**src/hdl/sentinel_rle_decoder_unit_macros.svh**
```systemverilog
// ----------------------------------------------------------------------------
// sentinel_rle_decoder_unit_macros.svh
// assertion macros shared by the decoder modules
// ----------------------------------------------------------------------------
`ifndef SENTINEL_RLE_DECODER_UNIT_MACROS_SVH
`define SENTINEL_RLE_DECODER_UNIT_MACROS_SVH

// same-cycle implication
`define SRD_ASSERT_IMP(lbl, clk, rst_n, ante, cons, msg) \
    lbl: assert property (@(posedge clk) disable iff (!rst_n) (ante) |-> (cons)) \
        else $error(msg);

// next-cycle implication
`define SRD_ASSERT_NXT(lbl, clk, rst_n, ante, cons, msg) \
    lbl: assert property (@(posedge clk) disable iff (!rst_n) (ante) |=> (cons)) \
        else $error(msg);

`endif

```
**src/hdl/srd_pkg.sv**
```systemverilog
`timescale 1ns / 1ps
// ----------------------------------------------------------------------------
// srd_pkg
// shared constants and the front-to-back command type of the decoder
// ----------------------------------------------------------------------------
package srd_pkg;

    // bytes packed per result, clamped to what out_bytes can hold
    localparam int LANE_BYTES = 4;
    localparam int LANES      = (LANE_BYTES < 1) ? 1 : ((LANE_BYTES > 4) ? 4 : LANE_BYTES);
    localparam logic [2:0] LANES_C = 3'(LANES);

    // command queue geometry
    localparam int QUEUE_DEPTH = 4;
    localparam int QPTR_W      = $clog2(QUEUE_DEPTH);

    // capacity register reset value
    localparam logic [19:0] CAP_RESET = 20'hFFFFF;

    // one decoded action: a run of count copies of value, maybe closing the block
    typedef struct packed {
        logic [7:0]  value;
        logic [7:0]  count;
        logic        last;
        logic [19:0] length;
        logic        err;
    } t_cmd;

endpackage

```
**src/hdl/sentinel_rle_decoder_unit.sv**
```systemverilog
`timescale 1ns / 1ps
// ----------------------------------------------------------------------------
// sentinel_rle_decoder_unit
// escape-byte run-length decoder, one compressed byte per input beat
// ----------------------------------------------------------------------------
// The input takes one compressed byte per cycle as long as the 4-entry command
// queue has room. A literal gives one output beat; an escape run of count bytes
// gives ceil(count/4) beats, one per cycle from the expander while the output is
// ready, so a run of up to 255 gives up to 64 beats while the input keeps filling
// the queue and then stalls. The beat closing a block carries block_end, the
// decoded length (0 on error) and the error flag; a block end with no data gives
// one beat with byte_count 0. A command from an accepted byte is written into the
// queue and then loaded into the output register. out_capacity is written through
// i_cfg_we and takes effect for bytes accepted afterwards.
module sentinel_rle_decoder_unit (
    input  logic         i_clk,
    input  logic         i_rst_n,
    input  logic         i_cfg_we,
    input  logic [19:0]  i_cfg_wdata,
    input  logic         i_in_valid,
    output logic         o_in_ready,
    input  logic [7:0]   i_data_byte,
    input  logic         i_block_last,
    output logic         o_out_valid,
    input  logic         i_out_ready,
    output logic [31:0]  o_out_bytes,
    output logic [2:0]   o_byte_count,
    output logic         o_item_last,
    output logic         o_block_end,
    output logic [19:0]  o_block_length,
    output logic         o_decode_error
);
    import srd_pkg::*;

    logic q_full;
    logic q_empty;
    logic push;
    logic pop;
    t_cmd cmd;
    t_cmd head;

    // byte classifier and block state
    srd_front u_front (
        .i_clk        (i_clk),
        .i_rst_n      (i_rst_n),
        .i_cfg_we     (i_cfg_we),
        .i_cfg_wdata  (i_cfg_wdata),
        .i_in_valid   (i_in_valid),
        .i_data_byte  (i_data_byte),
        .i_block_last (i_block_last),
        .o_in_ready   (o_in_ready),
        .i_q_full     (q_full),
        .o_push       (push),
        .o_cmd        (cmd)
    );

    // command queue
    srd_queue u_queue (
        .i_clk   (i_clk),
        .i_rst_n (i_rst_n),
        .i_push  (push),
        .i_cmd   (cmd),
        .o_full  (q_full),
        .i_pop   (pop),
        .o_empty (q_empty),
        .o_head  (head)
    );

    // run expander and output register
    srd_back u_back (
        .i_clk          (i_clk),
        .i_rst_n        (i_rst_n),
        .i_q_empty      (q_empty),
        .i_head         (head),
        .o_pop          (pop),
        .o_out_valid    (o_out_valid),
        .i_out_ready    (i_out_ready),
        .o_out_bytes    (o_out_bytes),
        .o_byte_count   (o_byte_count),
        .o_item_last    (o_item_last),
        .o_block_end    (o_block_end),
        .o_block_length (o_block_length),
        .o_decode_error (o_decode_error)
    );

endmodule

```
**src/hdl/srd_front.sv**
```systemverilog
`timescale 1ns / 1ps
// ----------------------------------------------------------------------------
// srd_front
// accepts compressed bytes, tracks escape phase, checks capacity, issues commands
// ----------------------------------------------------------------------------
module srd_front (
    input  logic               i_clk,
    input  logic               i_rst_n,
    input  logic               i_cfg_we,
    input  logic [19:0]        i_cfg_wdata,
    input  logic               i_in_valid,
    input  logic [7:0]         i_data_byte,
    input  logic               i_block_last,
    output logic               o_in_ready,
    input  logic               i_q_full,
    output logic               o_push,
    output srd_pkg::t_cmd      o_cmd
);
    import srd_pkg::*;

    localparam logic [1:0] PH_SENT = 2'd0;
    localparam logic [1:0] PH_NORM = 2'd1;
    localparam logic [1:0] PH_VAL  = 2'd2;
    localparam logic [1:0] PH_CNT  = 2'd3;

    logic [19:0] r_cap;
    logic [1:0]  r_phase, n_phase;
    logic [7:0]  r_esc, n_esc;
    logic [7:0]  r_rep, n_rep;
    logic [19:0] r_len, n_len;
    logic        r_err, n_err;

    logic        in_acc;
    logic        em_req;
    logic [7:0]  em_val;
    logic [7:0]  em_cnt;
    logic [1:0]  ph_step;
    logic [7:0]  esc_step;
    logic [7:0]  rep_step;
    logic [20:0] sum;
    logic        em_ok;
    logic        em_ovf;
    logic [19:0] len_step;
    logic        err_step;
    logic        fin_err;

    assign o_in_ready = !i_q_full;
    assign in_acc     = i_in_valid && !i_q_full;

    // classify the byte by phase
    always_comb begin
        ph_step  = r_phase;
        esc_step = r_esc;
        rep_step = r_rep;
        em_req   = 1'b0;
        em_val   = i_data_byte;
        em_cnt   = 8'd1;
        case (r_phase)
            PH_SENT: begin
                esc_step = i_data_byte;
                ph_step  = PH_NORM;
            end
            PH_NORM: begin
                if (i_data_byte == r_esc) begin
                    ph_step = PH_VAL;
                end else begin
                    em_req = 1'b1;
                end
            end
            PH_VAL: begin
                rep_step = i_data_byte;
                ph_step  = PH_CNT;
            end
            PH_CNT: begin
                em_req  = 1'b1;
                em_val  = r_rep;
                em_cnt  = i_data_byte;
                ph_step = PH_NORM;
            end
            default: begin
                ph_step = PH_SENT;
            end
        endcase
    end

    // capacity check, a run is all or nothing
    assign sum      = {1'b0, r_len} + {13'd0, em_cnt};
    assign em_ok    = em_req && !r_err && (em_cnt != 8'd0) && (sum <= {1'b0, r_cap});
    assign em_ovf   = em_req && !r_err && (em_cnt != 8'd0) && !(sum <= {1'b0, r_cap});
    assign len_step = em_ok ? sum[19:0] : r_len;
    assign err_step = r_err || em_ovf;
    assign fin_err  = err_step || (ph_step == PH_VAL) || (ph_step == PH_CNT);

    // block close returns all block state to reset
    always_comb begin
        n_phase = ph_step;
        n_esc   = esc_step;
        n_rep   = rep_step;
        n_len   = len_step;
        n_err   = err_step;
        if (i_block_last) begin
            n_phase = PH_SENT;
            n_esc   = 8'd0;
            n_rep   = 8'd0;
            n_len   = 20'd0;
            n_err   = 1'b0;
        end
    end

    // command to the back end
    assign o_push       = in_acc && (em_ok || i_block_last);
    assign o_cmd.value  = em_val;
    assign o_cmd.count  = em_ok ? em_cnt : 8'd0;
    assign o_cmd.last   = i_block_last;
    assign o_cmd.length = fin_err ? 20'd0 : len_step;
    assign o_cmd.err    = i_block_last ? fin_err : 1'b0;

    // capacity register
    always_ff @(posedge i_clk) begin
        if (!i_rst_n) begin
            r_cap <= CAP_RESET;
        end else if (i_cfg_we) begin
            r_cap <= i_cfg_wdata;
        end
    end

    // block state
    always_ff @(posedge i_clk) begin
        if (!i_rst_n) begin
            r_phase <= PH_SENT;
            r_esc   <= 8'd0;
            r_rep   <= 8'd0;
            r_len   <= 20'd0;
            r_err   <= 1'b0;
        end else if (in_acc) begin
            r_phase <= n_phase;
            r_esc   <= n_esc;
            r_rep   <= n_rep;
            r_len   <= n_len;
            r_err   <= n_err;
        end
    end

endmodule

```
**src/hdl/srd_queue.sv**
```systemverilog
`timescale 1ns / 1ps
// ----------------------------------------------------------------------------
// srd_queue
// small command queue between front and back
// ----------------------------------------------------------------------------
module srd_queue (
    input  logic               i_clk,
    input  logic               i_rst_n,
    input  logic               i_push,
    input  srd_pkg::t_cmd      i_cmd,
    output logic               o_full,
    input  logic               i_pop,
    output logic               o_empty,
    output srd_pkg::t_cmd      o_head
);
    import srd_pkg::*;

    t_cmd              r_mem [QUEUE_DEPTH];
    logic [QPTR_W-1:0] r_wr;
    logic [QPTR_W-1:0] r_rd;
    logic [QPTR_W:0]   r_cnt;

    logic do_push;
    logic do_pop;

    assign o_full  = (r_cnt == (QPTR_W+1)'(QUEUE_DEPTH));
    assign o_empty = (r_cnt == '0);
    assign o_head  = r_mem[r_rd];
    assign do_push = i_push && !o_full;
    assign do_pop  = i_pop && !o_empty;

    // entry storage
    always_ff @(posedge i_clk) begin
        if (do_push) begin
            r_mem[r_wr] <= i_cmd;
        end
    end

    // pointers and fill count
    always_ff @(posedge i_clk) begin
        if (!i_rst_n) begin
            r_wr  <= '0;
            r_rd  <= '0;
            r_cnt <= '0;
        end else begin
            if (do_push) begin
                r_wr <= r_wr + 1'b1;
            end
            if (do_pop) begin
                r_rd <= r_rd + 1'b1;
            end
            case ({do_push, do_pop})
                2'b10:   r_cnt <= r_cnt + 1'b1;
                2'b01:   r_cnt <= r_cnt - 1'b1;
                default: r_cnt <= r_cnt;
            endcase
        end
    end

endmodule

```
**src/hdl/srd_back.sv**
```systemverilog
`timescale 1ns / 1ps
// ----------------------------------------------------------------------------
// srd_back
// expands queued commands into packed result beats, one per cycle while output is ready
// ----------------------------------------------------------------------------
`include "sentinel_rle_decoder_unit_macros.svh"

module srd_back (
    input  logic               i_clk,
    input  logic               i_rst_n,
    input  logic               i_q_empty,
    input  srd_pkg::t_cmd      i_head,
    output logic               o_pop,
    output logic               o_out_valid,
    input  logic               i_out_ready,
    output logic [31:0]        o_out_bytes,
    output logic [2:0]         o_byte_count,
    output logic               o_item_last,
    output logic               o_block_end,
    output logic [19:0]        o_block_length,
    output logic               o_decode_error
);
    import srd_pkg::*;

    logic        r_valid;
    logic [7:0]  r_sent;
    logic [31:0] r_bytes;
    logic [2:0]  r_count;
    logic        r_item_last;
    logic        r_block_end;
    logic [19:0] r_length;
    logic        r_error;

    logic        load;
    logic [7:0]  rem;
    logic        fin;
    logic [2:0]  take;
    logic [31:0] word;

    // chunk of the head command
    assign load  = !r_valid || i_out_ready;
    assign rem   = i_head.count - r_sent;
    assign fin   = (rem <= {5'd0, LANES_C});
    assign take  = fin ? rem[2:0] : LANES_C;
    assign o_pop = load && !i_q_empty && fin;

    // fill lanes below take with the value
    always_comb begin
        for (int j = 0; j < 4; j++) begin
            word[8*j +: 8] = (3'(j) < take) ? i_head.value : 8'd0;
        end
    end

    // output register control
    always_ff @(posedge i_clk) begin
        if (!i_rst_n) begin
            r_valid <= 1'b0;
            r_sent  <= 8'd0;
        end else if (load) begin
            r_valid <= !i_q_empty;
            if (!i_q_empty) begin
                r_sent <= fin ? 8'd0 : (r_sent + 8'(LANES));
            end
        end
    end

    // output beat payload
    always_ff @(posedge i_clk) begin
        if (load && !i_q_empty) begin
            r_bytes     <= word;
            r_count     <= take;
            r_item_last <= fin;
            r_block_end <= fin && i_head.last;
            r_length    <= (fin && i_head.last) ? i_head.length : 20'd0;
            r_error     <= i_head.err;
        end
    end

    assign o_out_valid    = r_valid;
    assign o_out_bytes    = r_bytes;
    assign o_byte_count   = r_count;
    assign o_item_last    = r_item_last;
    assign o_block_end    = r_block_end;
    assign o_block_length = r_length;
    assign o_decode_error = r_error;

    `SRD_ASSERT_IMP(a_full_chunk, i_clk, i_rst_n, r_valid && !r_item_last, r_count == LANES_C, "non-final beat is not full")
    `SRD_ASSERT_IMP(a_end_is_last, i_clk, i_rst_n, r_valid && r_block_end, r_item_last, "block end off the last beat")
    `SRD_ASSERT_IMP(a_err_no_data, i_clk, i_rst_n, r_valid && r_error, r_count == 3'd0 && r_length == 20'd0, "error beat carries data")
    `SRD_ASSERT_NXT(a_sent_moves, i_clk, i_rst_n, load && !i_q_empty && !fin, r_sent != 8'd0, "run counter did not advance")

endmodule
```
**config.mk**
```make
export PLATFORM = sky130hd
export DESIGN_NAME = sentinel_rle_decoder_unit
export DESIGN_NICKNAME = d
export VERILOG_FILES = /design/src/hdl/srd_pkg.sv /design/src/hdl/sentinel_rle_decoder_unit.sv /design/src/hdl/srd_front.sv /design/src/hdl/srd_queue.sv /design/src/hdl/srd_back.sv
export VERILOG_INCLUDE_DIRS = /design/src /design/src/hdl
export SDC_FILE = /design/constraint.sdc
export NUM_CORES = 1
export LEC_CHECK = 0
export BUFFER_PORTS_ARGS = -buffer_cell sky130_fd_sc_hd__clkbuf_2
export CORE_MARGIN = 5
export CORE_UTILIZATION = 56
export CTS_BUF_LIST = sky130_fd_sc_hd__clkbuf_4
export CTS_CLUSTER_SIZE = 30
export DETAILED_ROUTE_END_ITERATION = 12
export GPL_ROUTABILITY_DRIVEN = 0
export PLACE_DENSITY = 0.81
export SYNTH_ARGS = -nofsm -noshare
export SYNTH_HDL_FRONTEND = slang
export SYNTH_SLANG_ARGS = --single-unit
```
**constraint.sdc**
```tcl
create_clock -name i_clk -period 6.4 [get_ports i_clk]
set_input_delay 1.28 -clock i_clk [delete_from_list [all_inputs] [get_ports i_clk]]
set_output_delay 1.28 -clock i_clk [all_outputs]
set_load 0.02 [all_outputs]
```
## Yosys cells after proc, flatten, opt, wreduce, memory -nomap -nowiden

Memories as Yosys holds them, arrays and structs flattened. A register that Yosys moved wholly into a read port is not among the register bits.
Index checks and enable logic that the tools add are counted.

| storage, ports and cells | value |
|---|---|
| bits in registers | 133 |
| bits in writable memories | 152 |
| logic and storage cells | 99 |
| memories | 1 |
| input port bits | 34 |

Memories:

| name | words | bits a word | read ports | clocked after Yosys merged registers in | write ports | RTL line | RTL |
|---|---|---|---|---|---|---|---|
| u_queue.r_mem | 4 | 38 | 1 | 1 | 1 | srd_queue.sv:18 | `t_cmd r_mem [QUEUE_DEPTH];` |

| cells by class | value |
|---|---|
| reductions and logical operators | 31 |
| multiplexer cells | 24 |
| equality and inequality tests | 9 |
| magnitude comparators | 6 |
| bitwise operators | 1 |
| $add $sub $neg | 7 |

Operators with widths:

| operator | count |
|---|---|
| $mux 8 | 8 |
| $mux 20 | 3 |
| $add 20x8->21 | 1 |
| $le 21x20->1 | 1 |
| $logic_and 1x1->1 | 11 |
| $eq 2x2->1 const B | 5 |
| $add 8x3->8 const B | 1 |
| $eq 8x8->1 | 1 |
| $le 8x3->1 const B | 1 |
| $mux 2 | 4 |
| $reduce_bool 8->1 | 1 |
| $sub 8x8->8 | 1 |
| $lt 1x3->1 const A | 2 |
| $lt 2x3->1 const A | 2 |
| $pmux 2 s3 | 1 |
| $pmux 3 s2 | 1 |
| $reduce_and 2->1 | 3 |
| $reduce_bool 2->1 | 3 |
| $logic_not 1->1 | 5 |
| $logic_or 1x1->1 | 5 |
| $mux 1 | 5 |
| $add 2x1->2 const B | 2 |
| $eq 2x1->1 const B | 2 |
| $add 3x1->3 const B | 1 |
| 8 further kinds | 8 |

## Depth between registers and ports, before layout

| logic depth | value |
|---|---|
| depth after elaboration | 11 |
| gate-level depth with buffers | 25 |

## By module

Synthesis repeated with hierarchy kept, for this count alone.

| second synthesis, totals | value |
|---|---|
| cell total of the unflattened synthesis | 1027 |
| area, all modules | 13123.8 µm² |

By module, submodules not included:

| module | instances | area each (µm²) | sequential area each (µm²) | cells an instance |
|---|---|---|---|---|
| srd_queue | 1 | 5993.2 | 4744.6 | 252 |
| srd_front | 1 | 4132.7 | 1181.1 | 544 |
| srd_back | 1 | 2997.9 | 1881.8 | 231 |

## Worst setup path after synthesis

OpenSTA, ideal clock, no wires.

| timing path | value |
|---|---|
| path kind | input to register |
| start | input port i_data_byte[0] |
| end | memory u_queue.r_mem[0][0] in the netlist's numbering (enable) |
| library setup time | 0.399 ns |
| cell stages on the path | 20 |
| slack | -0.292 ns |
| arrival | 6.293 ns |
| cell sequence | and3b_1 inv_1 ha_1 inv_1 fa_1 nand2b_1 a211oi_1 o41a_1 nand4_1 and2_1 or2_2 ha_1 nand4_1 or4_1 nor4_1 nor2_1 a21o_1 a21oi_1 buf_2 and2_1 |

| between the ends | value |
|---|---|
| cells in the longest elaborated chain, start to end | 11 |

RTL lines:

| what | RTL line | RTL |
|---|---|---|
| start: declaration | sentinel_rle_decoder_unit.sv:22 | `input logic [7:0] i_data_byte,` |
| branches (longest 5 deep; another with $add 20x8->21) | n/a |  |
| $logic_and 1x1->1 * | srd_front.sv:88 | `assign em_ok = em_req && !r_err && (em_cnt != 8'd0) && (sum <= {1'b0, r_cap});` |
| $logic_or 1x1->1 * | srd_front.sv:111 | `assign o_push = in_acc && (em_ok \|\| i_block_last);` |
| $logic_and 1x1->1 * | srd_front.sv:111 |  |
| $logic_and 1x1->1 * | srd_queue.sv:29 | `assign do_push = i_push && !o_full;` |
| $mux 1 * | srd_queue.sv:34 | `if (do_push) begin` |
| $mux 1 (not written as such) * | srd_queue.sv:35 | `r_mem[r_wr] <= i_cmd;` |
| end: declaration | srd_queue.sv:18 |  |

Mark *: on every way between the ends.

## Worst setup path in the final report

| timing path | value |
|---|---|
| start | input port i_data_byte[0] |
| end | register u_queue.r_cnt[2] |

| between the ends | value |
|---|---|
| cells in the longest elaborated chain, start to end | 11 |

RTL lines:

| what | RTL line | RTL |
|---|---|---|
| branches (longest 5 deep; another with $add 20x8->21) | n/a |  |
| $logic_and 1x1->1 * | srd_front.sv:88 |  |
| $logic_or 1x1->1 * | srd_front.sv:111 |  |
| $logic_and 1x1->1 * | srd_front.sv:111 |  |
| $logic_and 1x1->1 * | srd_queue.sv:29 |  |
| $eq 2x1->1 / $eq 2x2->1 (equally long branches) | srd_queue.sv:52 | `case ({do_push, do_pop})` |
| $pmux 3 s2 / $reduce_bool 2->1 (equally long branches) | n/a |  |
| end signal: assignment | srd_queue.sv:53 | `2'b10: r_cnt <= r_cnt + 1'b1;` |
| end signal: assignment | srd_queue.sv:54 | `2'b01: r_cnt <= r_cnt - 1'b1;` |
| end signal: assignment | srd_queue.sv:55 | `default: r_cnt <= r_cnt;` |
| end: declaration | srd_queue.sv:21 | `logic [QPTR_W:0] r_cnt;` |

Marked as above.
A chain may end at the register's enable or synchronous reset.

==> results.sh <==
export IMPL_status="finished clean"
export IMPL_post_drt_wl_per_cell_um=18.1
export IMPL_drive_gt1_share_pct=26.5
export IMPL_worstMarginPinSlew_ps=906
export IMPL_fillCellCount=1633
export IMPL_power_total_w=0.00395
export IMPL_powerDensity_nw_per_um2=269
export IMPL_clkLatencyLatePin_ps=680
export IMPL_synth_commonest_cells="210 x edfxtp_1, 75 x dfxtp_1, 75 x nand2_1, 60 x and2_1, 53 x a21oi_1"
export IMPL_finalSetupViolCount=0
export IMPL_tritoncts="yes"
export IMPL_synthArstFlopShare_pct=0
export IMPL_grt_max_degree=66
export IMPL_syn_area_per_cell_um2=13.2
export IMPL_synth_top_area_share_pct=49.7
export IMPL_hold_path_class="reg -> reg"
export IMPL_postCtsSetupBuffers=0
export IMPL_ctsHoldBuffers=0
export IMPL_final_nets=1208
export IMPL_first_iter_violations=752
export IMPL_die_area_um2=25700
export IMPL_maxSlewHeadroom_pct=39.2
export IMPL_synth_seq_cells=285
export IMPL_use_met1_pct=27.3
export IMPL_dieWidth_um=160
export IMPL_clock_path_buffers=3
export IMPL_clock_root_buffer="clkbuf_4"
export IMPL_synth_mux_area_fraction_pct=9.29
export IMPL_first_pass_iters=5
export IMPL_met2_usage_pct=34.7
export IMPL_ir_worst_vdd_v=0.000139
export IMPL_fmax_ghz=0.169
export IMPL_synth_compound_area_share_pct=7.82
export IMPL_path_max_fanout=4
export IMPL_multiInputGateArea_um2=4530
export IMPL_grt_busiest_layer="met2"
export IMPL_start_util_pct=56.5
export IMPL_vias=8338
export IMPL_cp_end_kind="flop"
export IMPL_row_count=55
export IMPL_dp_cells=1342
export IMPL_ys_top_cells_by_area="edfxtp_1 50%, dfxtp_1 12%, mux4_2 6.8%"
export IMPL_core_um2=22400
export IMPL_ctsResizeCount=0
export IMPL_fin_worst_skew_ps=38.8
export IMPL_drt_vias_per_instance=5.66
export IMPL_post_synth_xor_area_fraction_pct=2.21
export IMPL_grt_first_pass_wirelength_mm=43.6
export IMPL_cts_buffers_inserted=72
export IMPL_ios=94
export IMPL_grt_pass1_vias=8541
export IMPL_ys_seq_area_share_pct=61.6
export IMPL_clock_sinks=285
export IMPL_yosysTopAreaCell="edfxtp_1"
export IMPL_syn_area_um2=12700
export IMPL_portBuffers=93
export IMPL_rsz0062_at_grt="false"
export IMPL_path_clk_slew_ps=60
export IMPL_synth_top_family_by_area="simple AND/OR/NAND/NOR gates"
export IMPL_layout_area_overhead_vs_synth_pct=16.1
export IMPL_crit_family="simple AND/OR/NAND/NOR gates"
export IMPL_drc_errors=0
export IMPL_syn_num_nets=1039
export IMPL_timing_final_hold_violations=0
export IMPL_cp_slowest_cell="or4_1"
export IMPL_synth_edf_count=210
export IMPL_met3_usage_pct=5.13
export IMPL_r2r_setup_slack_ps=700
export IMPL_antenna_found_initial=1
export IMPL_ant_nets=0
export IMPL_regArea_um2=7810
export IMPL_netlist_instances=962
export IMPL_critPathKind="in -> reg"
export IMPL_arrival_ps=6520
export IMPL_critPathLaunchType="input pin"
export IMPL_routed_wl_mm=26.6
export IMPL_dp_hpwl_mm=18.3
export IMPL_critPathMaxStageDelay_ps=570
export IMPL_h_tree_depth=3
export IMPL_ys_types=61
export IMPL_final_min_clock_period_ps=5930
export IMPL_grt_use_total_pct=21.2
export IMPL_required_ps=6990
export IMPL_fp_dieH_um=160
export IMPL_yosysWarnings=0
export IMPL_synthMostInstantiatedCell="edfxtp_1"
export IMPL_grt_ovfl_total=0
export IMPL_p_leak_nw=5.73
export IMPL_fin_cells=1473
export IMPL_maxCapViolCount=0
export IMPL_post_route_period_util_pct=92.7
export IMPL_synthFlopType="edfxtp_1"
export IMPL_synthAdderAreaFrac_pct=4.36
export IMPL_crit_buf_inv=5
export IMPL_yosys_area_share_simple_pct=11.9
export IMPL_drv_slew=0
==> where the power goes <==
group	switching (W)	internal, W
clock	0.000721	0.000822
combinational	0.000210	0.000113
sequential	0.0000252	0.00206
==> sequential cells by signal (all words and copies together) (netlist names), 2 cells and up, named ones only <==
register and cells:
u_back.o_out_bytes 32, u_front.r_rep 8, u_back.r_sent 6, u_front.r_esc 8
u_queue.r_wr 2, u_front.r_len 20, u_front.r_phase 2, u_queue.r_rd 2
u_queue.r_mem 152, u_back.o_block_length 20, u_front.r_cap 20, u_queue.r_cnt 3
u_back.o_byte_count 3
==> worst reg2reg max path, delay by kind of cell (launching register included) <==
family          cells  cell delay (ps)
simple gates        9             2200
buf+inv             4              270
flops               1              430
compound gates      6             1180
fa+ha+maj           5             1410
xor+xnor            1              170
==> stage by stage <==
step	hold slack [ps]	setup WS, ps	TNS [ps]	util, %	instance area [µm²]
after global placement	457	-62.1	-62.1	61.3	13800
after detailed placement	476	-164	-175	61.3	13800
after global routing	517	85.7	0	65.6	14700
final	493	468	0	65.6	14700
after floorplan	445	101	0	-	12700
after CTS	494	514	0	65.6	14700
==> layout make-up <==
type / instances / share of cell area (%)
Clock buffer: 108 / 5.51
Antenna cell: 1 / 0.0170
Inverter: 48 / 1.22
Tap cell: 285 / 2.42
Clock inverter: 22 / 0.935
Timing Repair Buffer: 137 / 6.00
Sequential cell: 285 / 53.1
Multi-Input combinational cell: 587 / 30.8
==> routing by layer <==
metal  part of all wire (%)  vias to the layer above  wire length, µm
met5                      0                        -                0
met4                    2.6                        0              684
met3                    6.4                       59             1690
met2                     49                      298            12900
met1                     42                     4008            11300
li1                       -                     3973                -
==> logic make-up (layout without fill, tap and decap cells) <==
group / count (synthesis) / after routing
AO/OA/AOI/OAI: 151 / 151
flip-flops: 285 / 285
adder cells (fa/ha/maj): 43 / 43
multiplexers: 69 / 69
other: 2 / 3
buffers and inverters: 90 / 315
AND/OR/NAND/NOR: 290 / 290
XOR/XNOR: 32 / 32
==> placed cells by master (no fill, tap or decap), types with 6 or more instances in the layout <==
| master | Yosys | layout |
|---|---|---|
| nor2_1 | 43 | 43 |
| and3_1 | 12 | 12 |
| clkinv_1 | 0 | 14 |
| mux2i_1 | 22 | 22 |
| inv_1 | 46 | 46 |
| buf_12 | 0 | 7 |
| a21oi_1 | 53 | 52 |
| nand2b_1 | 6 | 6 |
| clkbuf_4 | 0 | 108 |
| mux2_2 | 9 | 9 |
| clkbuf_2 | 0 | 93 |
| mux4_2 | 38 | 38 |
| o21a_1 | 6 | 6 |
| nor2b_1 | 21 | 21 |
| o21ai_0 | 20 | 20 |
| ha_1 | 41 | 41 |
| o211ai_1 | 26 | 26 |
| buf_4 | 0 | 37 |
| a32o_1 | 8 | 8 |
| or3_1 | 15 | 15 |
| edfxtp_1 | 210 | 210 |
| xnor2_1 | 28 | 28 |
| nand4_1 | 6 | 6 |
| and2_1 | 60 | 56 |
| nor3_1 | 13 | 13 |
| nand2_1 | 75 | 75 |
| nand3_1 | 19 | 19 |
| dfxtp_1 | 75 | 74 |
==> worst paths after layout <==
check,cells after the start,end,start
worst max-delay path,26,u_queue.r_cnt[2]$_SDFFE_PN0P_,i_data_byte[0]
worst min register to register,2,u_front.r_cap[2]$_SDFFE_PN1P_,u_front.r_cap[2]$_SDFFE_PN1P_
worst min-delay path,2,u_front.r_cap[2]$_SDFFE_PN1P_,u_front.r_cap[2]$_SDFFE_PN1P_
worst max register to register,25,u_queue.r_cnt[2]$_SDFFE_PN0P_,u_front.r_phase[0]$_SDFFE_PN0P_
No activity file was read; power rests on OpenSTA's default activity.
